<file path="config.mk">
export PLATFORM = sky130hd
export DESIGN_NAME = class_match_bounded_queue_top
export DESIGN_NICKNAME = d
export VERILOG_FILES = /design/src/sv/cmbq_pkg.sv /design/src/sv/cmbq_ctrl.sv /design/src/sv/cmbq_dp.sv /design/src/sv/class_match_bounded_queue_top.sv
export SDC_FILE = /design/constraint.sdc
export NUM_CORES = 1
export LEC_CHECK = 0
export ABC_CLOCK_PERIOD_IN_PS = 3800
export BUFFER_PORTS_ARGS = -buffer_cell sky130_fd_sc_hd__buf_4
export CORE_ASPECT_RATIO = 1.4
export CORE_UTILIZATION = 30
export CTS_CLUSTER_DIAMETER = 50
export DETAILED_ROUTE_END_ITERATION = 10
export GPL_TIMING_DRIVEN = 0
export PLACE_DENSITY_LB_ADDON = 0.05
export SLEW_MARGIN = 10
export SYNTH_ARGS = -nofsm -noshare
export SYNTH_HDL_FRONTEND = slang
export SYNTH_SLANG_ARGS = --single-unit
</file>
<file path="constraint.sdc">
create_clock -name clock -period 3.8 [get_ports clock]
set_input_delay 0.57 -clock clock [delete_from_list [all_inputs] [get_ports clock]]
set_output_delay 0.57 -clock clock [all_outputs]
set_load 0.05 [all_outputs]
</file>
<file path="src/sv/cmbq_pkg.sv">
// shared types and constants for the class match bounded queue
`default_nettype none

package cmbq_pkg;

   localparam int ID_W  = 16;
   localparam int OCC_W = 5;

   localparam logic MODE_APPEND = 1'b0;
   localparam logic MODE_TAKE   = 1'b1;

   typedef enum logic [1:0] {
      STAT_APPENDED = 2'd0,
      STAT_DROPPED  = 2'd1,
      STAT_TAKEN    = 2'd2,
      STAT_NO_MATCH = 2'd3
   } status_type;

   typedef enum logic [1:0] {
      ST_IDLE,
      ST_EXEC,
      ST_SCAN,
      ST_RESP
   } state_type;

   // controller to datapath
   typedef struct packed {
      logic load;
      logic append;
      logic scan_init;
      logic rotate;
      logic respond;
   } cmd_type;

   // datapath to controller
   typedef struct packed {
      logic mode;
      logic empty;
      logic last_step;
   } sts_type;

endpackage

`default_nettype wire

</file>
<file path="src/sv/cmbq_ctrl.sv">
// sequencing state machine for the class match bounded queue
`default_nettype none

module cmbq_ctrl import cmbq_pkg::*; (
   input  wire logic    clock,
   input  wire logic    reset,
   input  wire logic    start,
   output logic         busy,
   output logic         rsp_valid,
   output cmd_type      cmd,
   input  wire sts_type sts
);

   state_type state_ff, state_in;
   logic      valid_ff;

   always_ff @(posedge clock) begin
      if (reset) begin
         state_ff <= ST_IDLE;
         valid_ff <= 1'b0;
      end else begin
         state_ff <= state_in;
         valid_ff <= cmd.respond;
      end
   end

   always_comb begin
      state_in = state_ff;
      cmd      = '0;
      unique case (state_ff)
         ST_IDLE: begin
            if (start) begin
               cmd.load = 1'b1;
               state_in = ST_EXEC;
            end
         end
         ST_EXEC: begin
            if (sts.mode == MODE_APPEND) begin
               cmd.append  = 1'b1;
               cmd.respond = 1'b1;
               state_in    = ST_IDLE;
            end else if (sts.empty) begin
               cmd.respond = 1'b1;
               state_in    = ST_IDLE;
            end else begin
               cmd.scan_init = 1'b1;
               state_in      = ST_SCAN;
            end
         end
         ST_SCAN: begin
            cmd.rotate = 1'b1;
            if (sts.last_step) begin
               state_in = ST_RESP;
            end
         end
         ST_RESP: begin
            cmd.respond = 1'b1;
            state_in    = ST_IDLE;
         end
         default: begin
            state_in = ST_IDLE;
         end
      endcase
   end

   assign busy      = (state_ff != ST_IDLE);
   assign rsp_valid = valid_ff;

endmodule

`default_nettype wire

</file>
<file path="src/sv/cmbq_dp.sv">
// slot registers, rotation network and result registers of the queue
`default_nettype none

module cmbq_dp import cmbq_pkg::*; #(
   parameter int QUEUE_DEPTH = 16,
   parameter int CLASS_BITS  = 2
) (
   input  wire logic                  clock,
   input  wire logic                  reset,
   input  wire cmd_type               cmd,
   output sts_type                    sts,
   input  wire logic                  req_mode,
   input  wire logic [ID_W-1:0]       req_entry_id,
   input  wire logic [CLASS_BITS-1:0] req_entry_class,
   output logic [1:0]                 rsp_status,
   output logic [ID_W-1:0]            rsp_taken_id,
   output logic [OCC_W-1:0]           rsp_occupancy
);

   localparam int CNT_W = $clog2(QUEUE_DEPTH + 1);
   localparam logic [CNT_W-1:0] FULL_CNT = CNT_W'(QUEUE_DEPTH);
   localparam logic [CNT_W-1:0] ONE_CNT  = CNT_W'(1);

   // latched transaction
   logic                  mode_ff;
   logic [ID_W-1:0]       id_ff;
   logic [CLASS_BITS-1:0] class_ff;

   logic [CNT_W-1:0]      count_ff, count_in;
   logic [CNT_W-1:0]      steps_ff;
   logic                  found_ff;
   logic [ID_W-1:0]       taken_ff;

   logic [ID_W-1:0]       slot_id_ff    [QUEUE_DEPTH];
   logic [CLASS_BITS-1:0] slot_class_ff [QUEUE_DEPTH];

   logic                  full;
   logic                  hit;
   status_type            status_in;

   logic [1:0]            status_ff;
   logic [ID_W-1:0]       taken_out_ff;
   logic [OCC_W-1:0]      occ_ff;

   assign full = (count_ff == FULL_CNT);
   // first match seen at the head during the rotation
   assign hit  = cmd.rotate && !found_ff && (slot_class_ff[0] == class_ff);

   always_comb begin
      count_in = count_ff;
      if (cmd.append && !full) begin
         count_in = count_ff + ONE_CNT;
      end else if (hit) begin
         count_in = count_ff - ONE_CNT;
      end
   end

   always_ff @(posedge clock) begin
      if (reset) begin
         count_ff <= '0;
         found_ff <= 1'b0;
         steps_ff <= '0;
      end else begin
         count_ff <= count_in;
         if (cmd.load) begin
            found_ff <= 1'b0;
         end else if (hit) begin
            found_ff <= 1'b1;
         end
         if (cmd.scan_init) begin
            steps_ff <= count_ff;
         end else if (cmd.rotate) begin
            steps_ff <= steps_ff - ONE_CNT;
         end
      end
   end

   always_ff @(posedge clock) begin
      if (cmd.load) begin
         mode_ff  <= req_mode;
         id_ff    <= req_entry_id;
         class_ff <= req_entry_class;
      end
      if (hit) begin
         taken_ff <= slot_id_ff[0];
      end
   end

   // each slot takes its younger neighbor (all but the last), the recycled head, or an append
   for (genvar i = 0; i < QUEUE_DEPTH; i++) begin : g_slot
      localparam logic [CNT_W-1:0] POS  = CNT_W'(i);
      localparam logic [CNT_W-1:0] NEXT = CNT_W'(i + 1);
      if (i < QUEUE_DEPTH - 1) begin : g_mid
         always_ff @(posedge clock) begin
            if (cmd.append && !full && (count_ff == POS)) begin
               slot_id_ff[i]    <= id_ff;
               slot_class_ff[i] <= class_ff;
            end else if (cmd.rotate && (NEXT < count_ff)) begin
               slot_id_ff[i]    <= slot_id_ff[i+1];
               slot_class_ff[i] <= slot_class_ff[i+1];
            end else if (cmd.rotate && (NEXT == count_ff) && !hit) begin
               slot_id_ff[i]    <= slot_id_ff[0];
               slot_class_ff[i] <= slot_class_ff[0];
            end
         end
      end else begin : g_last
         always_ff @(posedge clock) begin
            if (cmd.append && !full && (count_ff == POS)) begin
               slot_id_ff[i]    <= id_ff;
               slot_class_ff[i] <= class_ff;
            end else if (cmd.rotate && (NEXT == count_ff) && !hit) begin
               slot_id_ff[i]    <= slot_id_ff[0];
               slot_class_ff[i] <= slot_class_ff[0];
            end
         end
      end
   end

   always_comb begin
      if (mode_ff == MODE_APPEND) begin
         status_in = full ? STAT_DROPPED : STAT_APPENDED;
      end else begin
         status_in = found_ff ? STAT_TAKEN : STAT_NO_MATCH;
      end
   end

   always_ff @(posedge clock) begin
      if (cmd.respond) begin
         status_ff    <= status_in;
         taken_out_ff <= (status_in == STAT_TAKEN) ? taken_ff : '0;
         occ_ff       <= OCC_W'(count_in);
      end
   end

   assign sts.mode      = mode_ff;
   assign sts.empty     = (count_ff == '0);
   assign sts.last_step = (steps_ff == ONE_CNT);

   assign rsp_status    = status_ff;
   assign rsp_taken_id  = taken_out_ff;
   assign rsp_occupancy = occ_ff;

endmodule

`default_nettype wire

</file>
<file path="src/sv/class_match_bounded_queue_top.sv">
// top level of the class match bounded queue
//
// command channel: a transaction is taken at a rising edge with start high
// and busy low; req_mode 0 appends req_entry_id/req_entry_class at the tail,
// req_mode 1 takes the oldest held entry whose class equals req_entry_class
// result channel: rsp_valid is high for exactly one cycle per transaction and
// carries rsp_status, rsp_taken_id (zero unless an entry was taken) and
// rsp_occupancy (entries held after the transaction, low five bits)
// the receiver cannot stall; every result is taken in the cycle it shows
// an append, or a take on an empty queue, shows its result registered from
// the execute state and busy drops together with the strobe, so the next
// transaction can start while the result is on the ports
// on a take from a queue holding n entries, the held entries rotate once
// through the head slot, one entry per cycle, the first class match is
// pulled out at the head and every other entry is recycled to the tail,
// which leaves arrival order intact
// reset clears the fill count and the state machine; slot contents are not
// cleared, since only slots below the fill count are ever read
`default_nettype none

module class_match_bounded_queue_top import cmbq_pkg::*; #(
   parameter int QUEUE_DEPTH = 16,
   parameter int CLASS_BITS  = 2
) (
   input  wire logic                  clock,
   input  wire logic                  reset,
   input  wire logic                  start,
   output logic                       busy,
   input  wire logic                  req_mode,
   input  wire logic [ID_W-1:0]       req_entry_id,
   input  wire logic [CLASS_BITS-1:0] req_entry_class,
   output logic                       rsp_valid,
   output logic [1:0]                 rsp_status,
   output logic [ID_W-1:0]            rsp_taken_id,
   output logic [OCC_W-1:0]           rsp_occupancy
);

   // command and status between sequencer and datapath
   cmd_type cmd;
   sts_type sts;

   cmbq_ctrl u_ctrl (
      .clock     (clock),
      .reset     (reset),
      .start     (start),
      .busy      (busy),
      .rsp_valid (rsp_valid),
      .cmd       (cmd),
      .sts       (sts)
   );

   cmbq_dp #(
      .QUEUE_DEPTH (QUEUE_DEPTH),
      .CLASS_BITS  (CLASS_BITS)
   ) u_dp (
      .clock           (clock),
      .reset           (reset),
      .cmd             (cmd),
      .sts             (sts),
      .req_mode        (req_mode),
      .req_entry_id    (req_entry_id),
      .req_entry_class (req_entry_class),
      .rsp_status      (rsp_status),
      .rsp_taken_id    (rsp_taken_id),
      .rsp_occupancy   (rsp_occupancy)
   );

   // one strobe per transaction, never back to back
   assert property (@(posedge clock) disable iff (reset)
      rsp_valid |=> !rsp_valid)
      else $error("result strobe held for two cycles");

   // a result only follows a cycle of work
   assert property (@(posedge clock) disable iff (reset)
      rsp_valid |-> $past(busy))
      else $error("result without a transaction in flight");

   // an accepted transaction keeps the block busy
   assert property (@(posedge clock) disable iff (reset)
      (start && !busy) |=> busy)
      else $error("accepted transaction did not raise busy");

   // a drop only happens at full occupancy
   assert property (@(posedge clock) disable iff (reset)
      (rsp_valid && (rsp_status == STAT_DROPPED)) |->
         (rsp_occupancy == OCC_W'(QUEUE_DEPTH)))
      else $error("drop reported below full occupancy");

   // identifier is zero unless an entry was taken
   assert property (@(posedge clock) disable iff (reset)
      (rsp_valid && (rsp_status != STAT_TAKEN)) |-> (rsp_taken_id == '0))
      else $error("nonzero identifier without a take");

endmodule

`default_nettype wire
</file>
==> reports/qor.yml, run 1 <==
p_total_mw: 9.22
n_antenna_cell: 0
power_frac_seq_pct: 48.3
whs_ps: 166
synthTopCellsByCount: "346 x edfxtp_1, 303 x mux2_2, 119 x nand2_1"
tritoncts: "yes"
die_width_um: 212
synthFlopType: "edfxtp_1"
arrival_ps: 4040
vias_per_cell: 4.97
dpl.hpwl_um: 44100
num_vias: 11500
tns_ps: 0
grt_max_degree: 25
maxClockFrequency_ghz: 0.270
yosysSeqAreaShare_pct: 57.9
start_util_pct: 30.3
syn_area_mm2: 0.0184
rows: 107
finalHoldViolations: 0
grt_usage_pct: 19.2
drc: 0
synth_top_area_share_pct: 56.4
wirelength_um: 58900
drive_gt1_share_pct: 37.0
path_clk_slew_ps: 70
syn_avg_cell_area_um2: 13.6
io_pins: 47
wl_per_cell_um: 25.4
power.switching_mw: 2.12
gp_congestion: 0.824
core_mm2: 0.0608
clock_path_buffers: 3
numCtsBuffers: 45
multi_input_area_mm2: 0.00726
fin_crit_ps: 3710
intPower_mw: 7.10
synth_area_leaders: "edfxtp_1 56%, mux2_2 19%, mux2i_1 4.0%"
synth_cells: 1357
start_kind: "flop"
cts_sinks: 360
maxCapViolCount: 0
rsz0062_at_grt: "no"
worstMarginPinSlew_ps: 1090
yosys_warnings: 0
leakage_nw: 7.17
ant_nets: 0
vdd_ir_drop_max_uv: 346
finClkSkew_ps: 15.7
combPwrFrac_pct: 5.9
port_buffers: 46
fin_nets: 1499
critical_path_class: "reg2reg"
firstDrtPassIters: 6
synth_area_leader_cell: "edfxtp_1"
clkPwrFrac_pct: 45.8
powerDensity_mw_per_mm2: 428
timing.final.crit_share_pct: 97.6
areaGrowthSynthToFinish_pct: 16.8
max_slew_margin_pct: 27.0
status: "finished, final reports clean"
cts_root_buffer: "clkbuf_16"
end_kind: "flop"
seq_area_mm2: 0.0107
grt_pass1_vias: 12300
antenna_found_initial: 0
hold_class: "in2reg"
drtIter0Drc: 590
setup_viol: 0
p_sw_share_pct: 23.0
yosysUniqueCellTypes: 71
die-area_mm2: 0.0625
ys_ff_latch: 360
synth_edf_count: 346
yosys.cell_count.top_type: "edfxtp_1"
finalMaxSlewViolations: 0
htree_num_levels: 2
overflow: 0
grt_pass1_wl_um: 86600
die_h_um: 295
fillers: 6030
worst_skew_pair.late_latency_ps: 570
critPathMaxFanout: 10
synth_nets: 1386
async_flop_share_pct: 0
cp.required_ps: 4130
## timing repair
action	4_1_cts	5_1_grt
pin swaps	2	1
gates resized for setup	12	9
buffers inserted	6	0
hold buffers	0	0
endpoints found under the setup margin	263	119
## layout by cell type, fill, tap and decap left out, drive strengths merged, types with 8 or more instances in the layout
cell type / netlist / routed
dfxtp: 14 / 14
buf: 43 / 109
edfxtp: 346 / 346
o21ai: 61 / 61
mux2i: 74 / 74
nor2: 71 / 71
and3: 18 / 18
nand2: 119 / 119
inv: 6 / 8
nand3: 13 / 13
a21oi: 62 / 62
clkinv: 0 / 19
a31oi: 25 / 25
mux2: 327 / 327
clkbuf: 73 / 127
## state kept, by name, summed over array words and instances (netlist names), named ones only
name	count
u_dp.slot_id_ff	256
u_dp.slot_class_ff	32
u_dp.id_ff	16
u_dp.rsp_taken_id	16
u_dp.taken_ff	16
u_dp.count_ff	5
u_dp.rsp_occupancy	5
u_dp.steps_ff	5
u_dp.class_ff	2
u_dp.rsp_status	2
u_ctrl.rsp_valid	1
u_ctrl.state_ff	1
u_dp.found_ff	1
u_dp.mode_ff	1
## worst max-delay path, stage by stage (launching register included)
cell	delay (ps)
dfxtp_1	420
clkbuf_1	470
nand4b_1	460
o22ai_1	600
buf_2	390
buf_2	450
mux2_2	400
mux2_4	260
## final timing paths
path | start | end | slack, ps | cells past startpoint
min | req_entry_id[7] | u_dp.id_ff[7]$_DFFE_PP_ | 170 | 1
min reg2reg | u_dp.steps_ff[1]$_SDFFE_PP0P_ | u_dp.steps_ff[1]$_SDFFE_PP0P_ | 480 | 2
max reg2reg | u_dp.count_ff[0]$_SDFF_PP0_ | u_dp.slot_id_ff[9][8]$_DFFE_PP_ | 90 | 7
max | u_dp.count_ff[0]$_SDFF_PP0_ | u_dp.slot_id_ff[9][8]$_DFFE_PP_ | 90 | 7
## kinds of logic after synthesis
group	synth area share, %
multiplexers	24.4
flip-flops	57.9
adder cells (fa/ha/maj)	0.475
XOR/XNOR	0.462
AND/OR/NAND/NOR	7.01
AO/OA/AOI/OAI	6.58
buffers and inverters	3.19
## per-layer routing
metal	wire, µm	up-vias	global-route usage, %
li1	-	5372	-
met1	22400	5865	20.9
met2	32900	188	37.5
met3	1460	107	2.31
met4	2220	0	7.26
met5	0	-	0
## stage by stage
step           cells  worst slack [ps]  util, %  instance area, µm²
6_report        2319              90.1     35.4               21500
5_1_grt         2319              38.2     35.4               21500
4_1_cts         2319              7.70     35.4               21500
3_5_place_dp    2234             -1380     32.9               20000
3_3_place_gp    2220             -2500     32.6               19800
2_1_floorplan   1357              4.05        -               18400
## final cells by class
| cell class | instances | area share [%] |
|---|---|---|
| plain buffers | 116 | 2.67 |
| clock buffers | 54 | 5.59 |
| clock inverters | 25 | 0.988 |
| inverters | 6 | 0.105 |
| multi-input cells | 875 | 33.7 |
| flip-flops and latches | 360 | 49.6 |
| well taps | 817 | 4.75 |
| repair buffers | 66 | 2.58 |
## power groups by stage
stage               combinational [mW]  sequential [mW]  clock, mW
floorplan                        0.338             4.54          0
global placement                 0.553             4.54          0
detailed placement               0.562             4.54          0
CTS                              0.565             4.45       4.36
global route                     0.597             4.45       4.48
finish                           0.548             4.45       4.22
Power figures use the tool's default switching activity.
==> run 2, diff against run 1 <==
ABC_CLOCK_PERIOD_IN_PS = 4000   (was 3800)
SKIP_LAST_GASP = 1   (was unset)
clock period = 4 ns   (was 3.8 ns; I/O delays follow)
==> run 2 against run 1 <==
Die area did not move. Clock skew fell by 2.1 ps. Count of clock-buffer cells in the layout did not move. Wire length barely moved. Fmax fell by 2.1%. Sequential share of layout area barely moved. Critical endpoint is now u_dp.slot_id_ff[9][11]$_DFFE_PP_.
==> reports/qor.yml, run 2 (synthesis gave the netlist of run 1 again) <==
p_sw_share_pct: 23.1  # was 23.0%
antenna_found_initial: 0  # unchanged
powerDensity_mw_per_mm2: 407  # was 428 mW/mm²
final_common_cell: "edfxtp_1"  # unchanged
path_clk_slew_ps: 70  # about the same
power.switching_mw: 2.02  # was 2.12 mW
vias_per_cell: 4.97  # about the same
numCtsBuffers: 45  # unchanged
drc: 0  # unchanged
fin_crit_ps: 3790  # was 3710 ps
htree_num_levels: 2  # unchanged
max_slew_margin_pct: 26.7  # was 27.0%
top_regs: "u_dp.slot_id_ff (256), u_dp.slot_class_ff (32)"  # unchanged
rsz0062_at_grt: "no"  # unchanged
wl_per_cell_um: 25.4  # about the same
crit_top_cell: "buf_2"  # unchanged
reg2reg_to: "u_dp.slot_id_ff[9][11]$_DFFE_PP_"  # was u_dp.slot_id_ff[9][8]$_DFFE_PP_
largest_register_ffs: 256  # unchanged
port_buffers: 46  # unchanged
regToRegSetupSlack_ps: 210  # was 90 ps
dpl.hpwl_um: 44100  # unchanged
tritoncts: "yes"  # unchanged
grt_max_degree: 25  # unchanged
die_h_um: 295  # unchanged
finalHoldViolations: 0  # unchanged
worst_slack_ps: 210  # was 90.1 ps
hold_class: "in2reg"  # unchanged
finClkSkew_ps: 13.6  # was 15.7 ps
leakage_nw: 7.16  # was 7.17 nW
n_antenna_cell: 0  # unchanged
worst_skew_pair.late_latency_ps: 570  # about the same
r2r_cells: 6  # was 7
intPower_mw: 6.74  # was 7.10 mW
io_pins: 47  # unchanged
start_kind: "flop"  # unchanged
clock_path_buffers: 3  # unchanged
crit_chain: "clkbuf_1 -> nand4b_1 -> o22ai_1 -> buf_2 -> buf_2 -> a221o_2"  # was clkbuf_1 -> nand4b_1 -> o22ai_1 -> buf_2 -> buf_2 -> mux2_2 -> mux2_4
cp.required_ps: 4200  # was 4130 ps
timing.final.crit_share_pct: 94.8  # was 97.6%
cts_sinks: 360  # unchanged
firstDrtPassIters: 4  # was 6
status: "finished, final reports clean"  # unchanged
fin_nets: 1499  # unchanged
num_vias: 11500  # about the same
grt_pass1_wl_um: 86600  # unchanged
rows: 107  # unchanged
layout_common_cells: "346 x edfxtp_1, 303 x mux2_2, 117 x nand2_1"  # unchanged
combPwrFrac_pct: 5.9  # about the same
start_util_pct: 30.3  # unchanged
cp_slowest_cell: "a221o_2"  # was o22ai_1
maxCapViolCount: 0  # unchanged
cts_hold_buf: 0  # unchanged
grt_usage_pct: 19.2  # unchanged
worstMarginPinSlew_ps: 1100  # was 1090 ps
place_ws_ps: -1180  # was -1380 ps
final_util_pct: 35.4  # about the same
core_mm2: 0.0608  # unchanged
power_frac_seq_pct: 48.3  # about the same
maxClockFrequency_ghz: 0.264  # was 0.270 GHz
arrival_ps: 3990  # was 4040 ps
gp_congestion: 0.824  # unchanged
regMostFlops: "u_dp.slot_id_ff"  # unchanged
cts_root_buffer: "clkbuf_16"  # unchanged
vdd_ir_drop_max_uv: 327  # was 346 µV
tns_ps: 0  # unchanged
ant_nets: 0  # unchanged
rr_startpoint: "u_dp.count_ff[0]$_SDFF_PP0_"  # unchanged
end_kind: "flop"  # unchanged
critical_path_class: "reg2reg"  # unchanged
grt_pass1_vias: 12300  # unchanged
clkPwrFrac_pct: 45.8  # about the same
slowest_delay_ps: 610  # was 600 ps
die_width_um: 212  # unchanged
setup_viol: 0  # unchanged
cp-startpoint: "u_dp.count_ff[0]$_SDFF_PP0_"  # unchanged
finalMaxSlewViolations: 0  # unchanged
drive_gt1_share_pct: 36.8  # was 37.0%
endpoint: "u_dp.slot_id_ff[9][11]$_DFFE_PP_"  # was u_dp.slot_id_ff[9][8]$_DFFE_PP_
wirelength_um: 58900  # about the same
die-area_mm2: 0.0625  # unchanged
drtIter0Drc: 597  # was 590
critPathMaxFanout: 18  # was 10
areaGrowthSynthToFinish_pct: 16.6  # was 16.8%
overflow: 0  # unchanged
==> run 2: cell counts in the layout (fill, tap and decap cells not counted) <==
No cell type changed its count.
==> run 2: per-layer routing <==
layer / share of wire (%) / track usage [%] / vias up / routed length (µm)
met1: 38 / 20.9 / 5859 / 22300
met5: 0 / 0 / - / 0
met2: 56 / 37.5 / 188 / 32900
li1: - / - / 5374 / -
met3: 2.5 / 2.31 / 103 / 1490
met4: 3.7 / 7.26 / 0 / 2150
==> run 2: stage by stage <==
stage | std cells | power [mW] | cell area, µm² | hold WS (ps)
2_1_floorplan | 1357 | 4.63 | 18400 | 457
6_report | 2319 | 8.76 | 21500 | 195
3_3_place_gp | 2220 | 4.84 | 19800 | 479
4_1_cts | 2319 | 8.91 | 21500 | 160
3_5_place_dp | 2234 | 4.85 | 20000 | 476
5_1_grt | 2319 | 9.06 | 21500 | 168
==> run 2: final cells by class <==
class / instances / area (µm²)
Multi-Input combinational cell: 875 / 7250
Timing Repair Buffer: 66 / 556
Fill cell: 6035 / 39300
Clock buffer: 54 / 1200
Clock inverter: 25 / 213
Inverter: 6 / 22.5
Tap cell: 817 / 1020
Sequential cell: 360 / 10700
Buffer: 116 / 572
==> run 2: repair_timing <==
action,CTS,global route
gates resized for setup,9,7
pin swaps,2,0
endpoints found under the setup margin,198,89
setup buffers,6,0
endpoints found under the hold margin,0,0
==> run 2: worst min path at each step <==
stage                                  startpoint                            end  slack [ps]  depth (start not counted)
floorplan           u_dp.steps_ff[1]$_SDFFE_PP0P_  u_dp.steps_ff[1]$_SDFFE_PP0P_         460                          2
global placement    u_dp.steps_ff[1]$_SDFFE_PP0P_  u_dp.steps_ff[1]$_SDFFE_PP0P_         480                          2
detailed placement  u_dp.steps_ff[1]$_SDFFE_PP0P_  u_dp.steps_ff[1]$_SDFFE_PP0P_         480                          2
CTS                               req_entry_id[7]        u_dp.id_ff[7]$_DFFE_PP_         160                          1
global route                      req_entry_id[0]        u_dp.id_ff[0]$_DFFE_PP_         170                          1
finish                            req_entry_id[7]        u_dp.id_ff[7]$_DFFE_PP_         200                          1
==> run 2: power groups by stage <==
stage | Sequential, mW | Clock [mW] | Combinational, mW
floorplan | 4.31 | 0 | 0.321
global placement | 4.31 | 0 | 0.526
detailed placement | 4.31 | 0 | 0.534
CTS | 4.23 | 4.14 | 0.537
global route | 4.23 | 4.26 | 0.567
finish | 4.23 | 4.01 | 0.519
==> run 2: critical path: cells and delay by family (launching register included) <==
kind / cells / cell delay (ps)
flip-flops: 1 / 420
AND/OR/NAND/NOR: 1 / 490
AO/OA/AOI/OAI: 2 / 1210
buffers and inverters: 3 / 1280
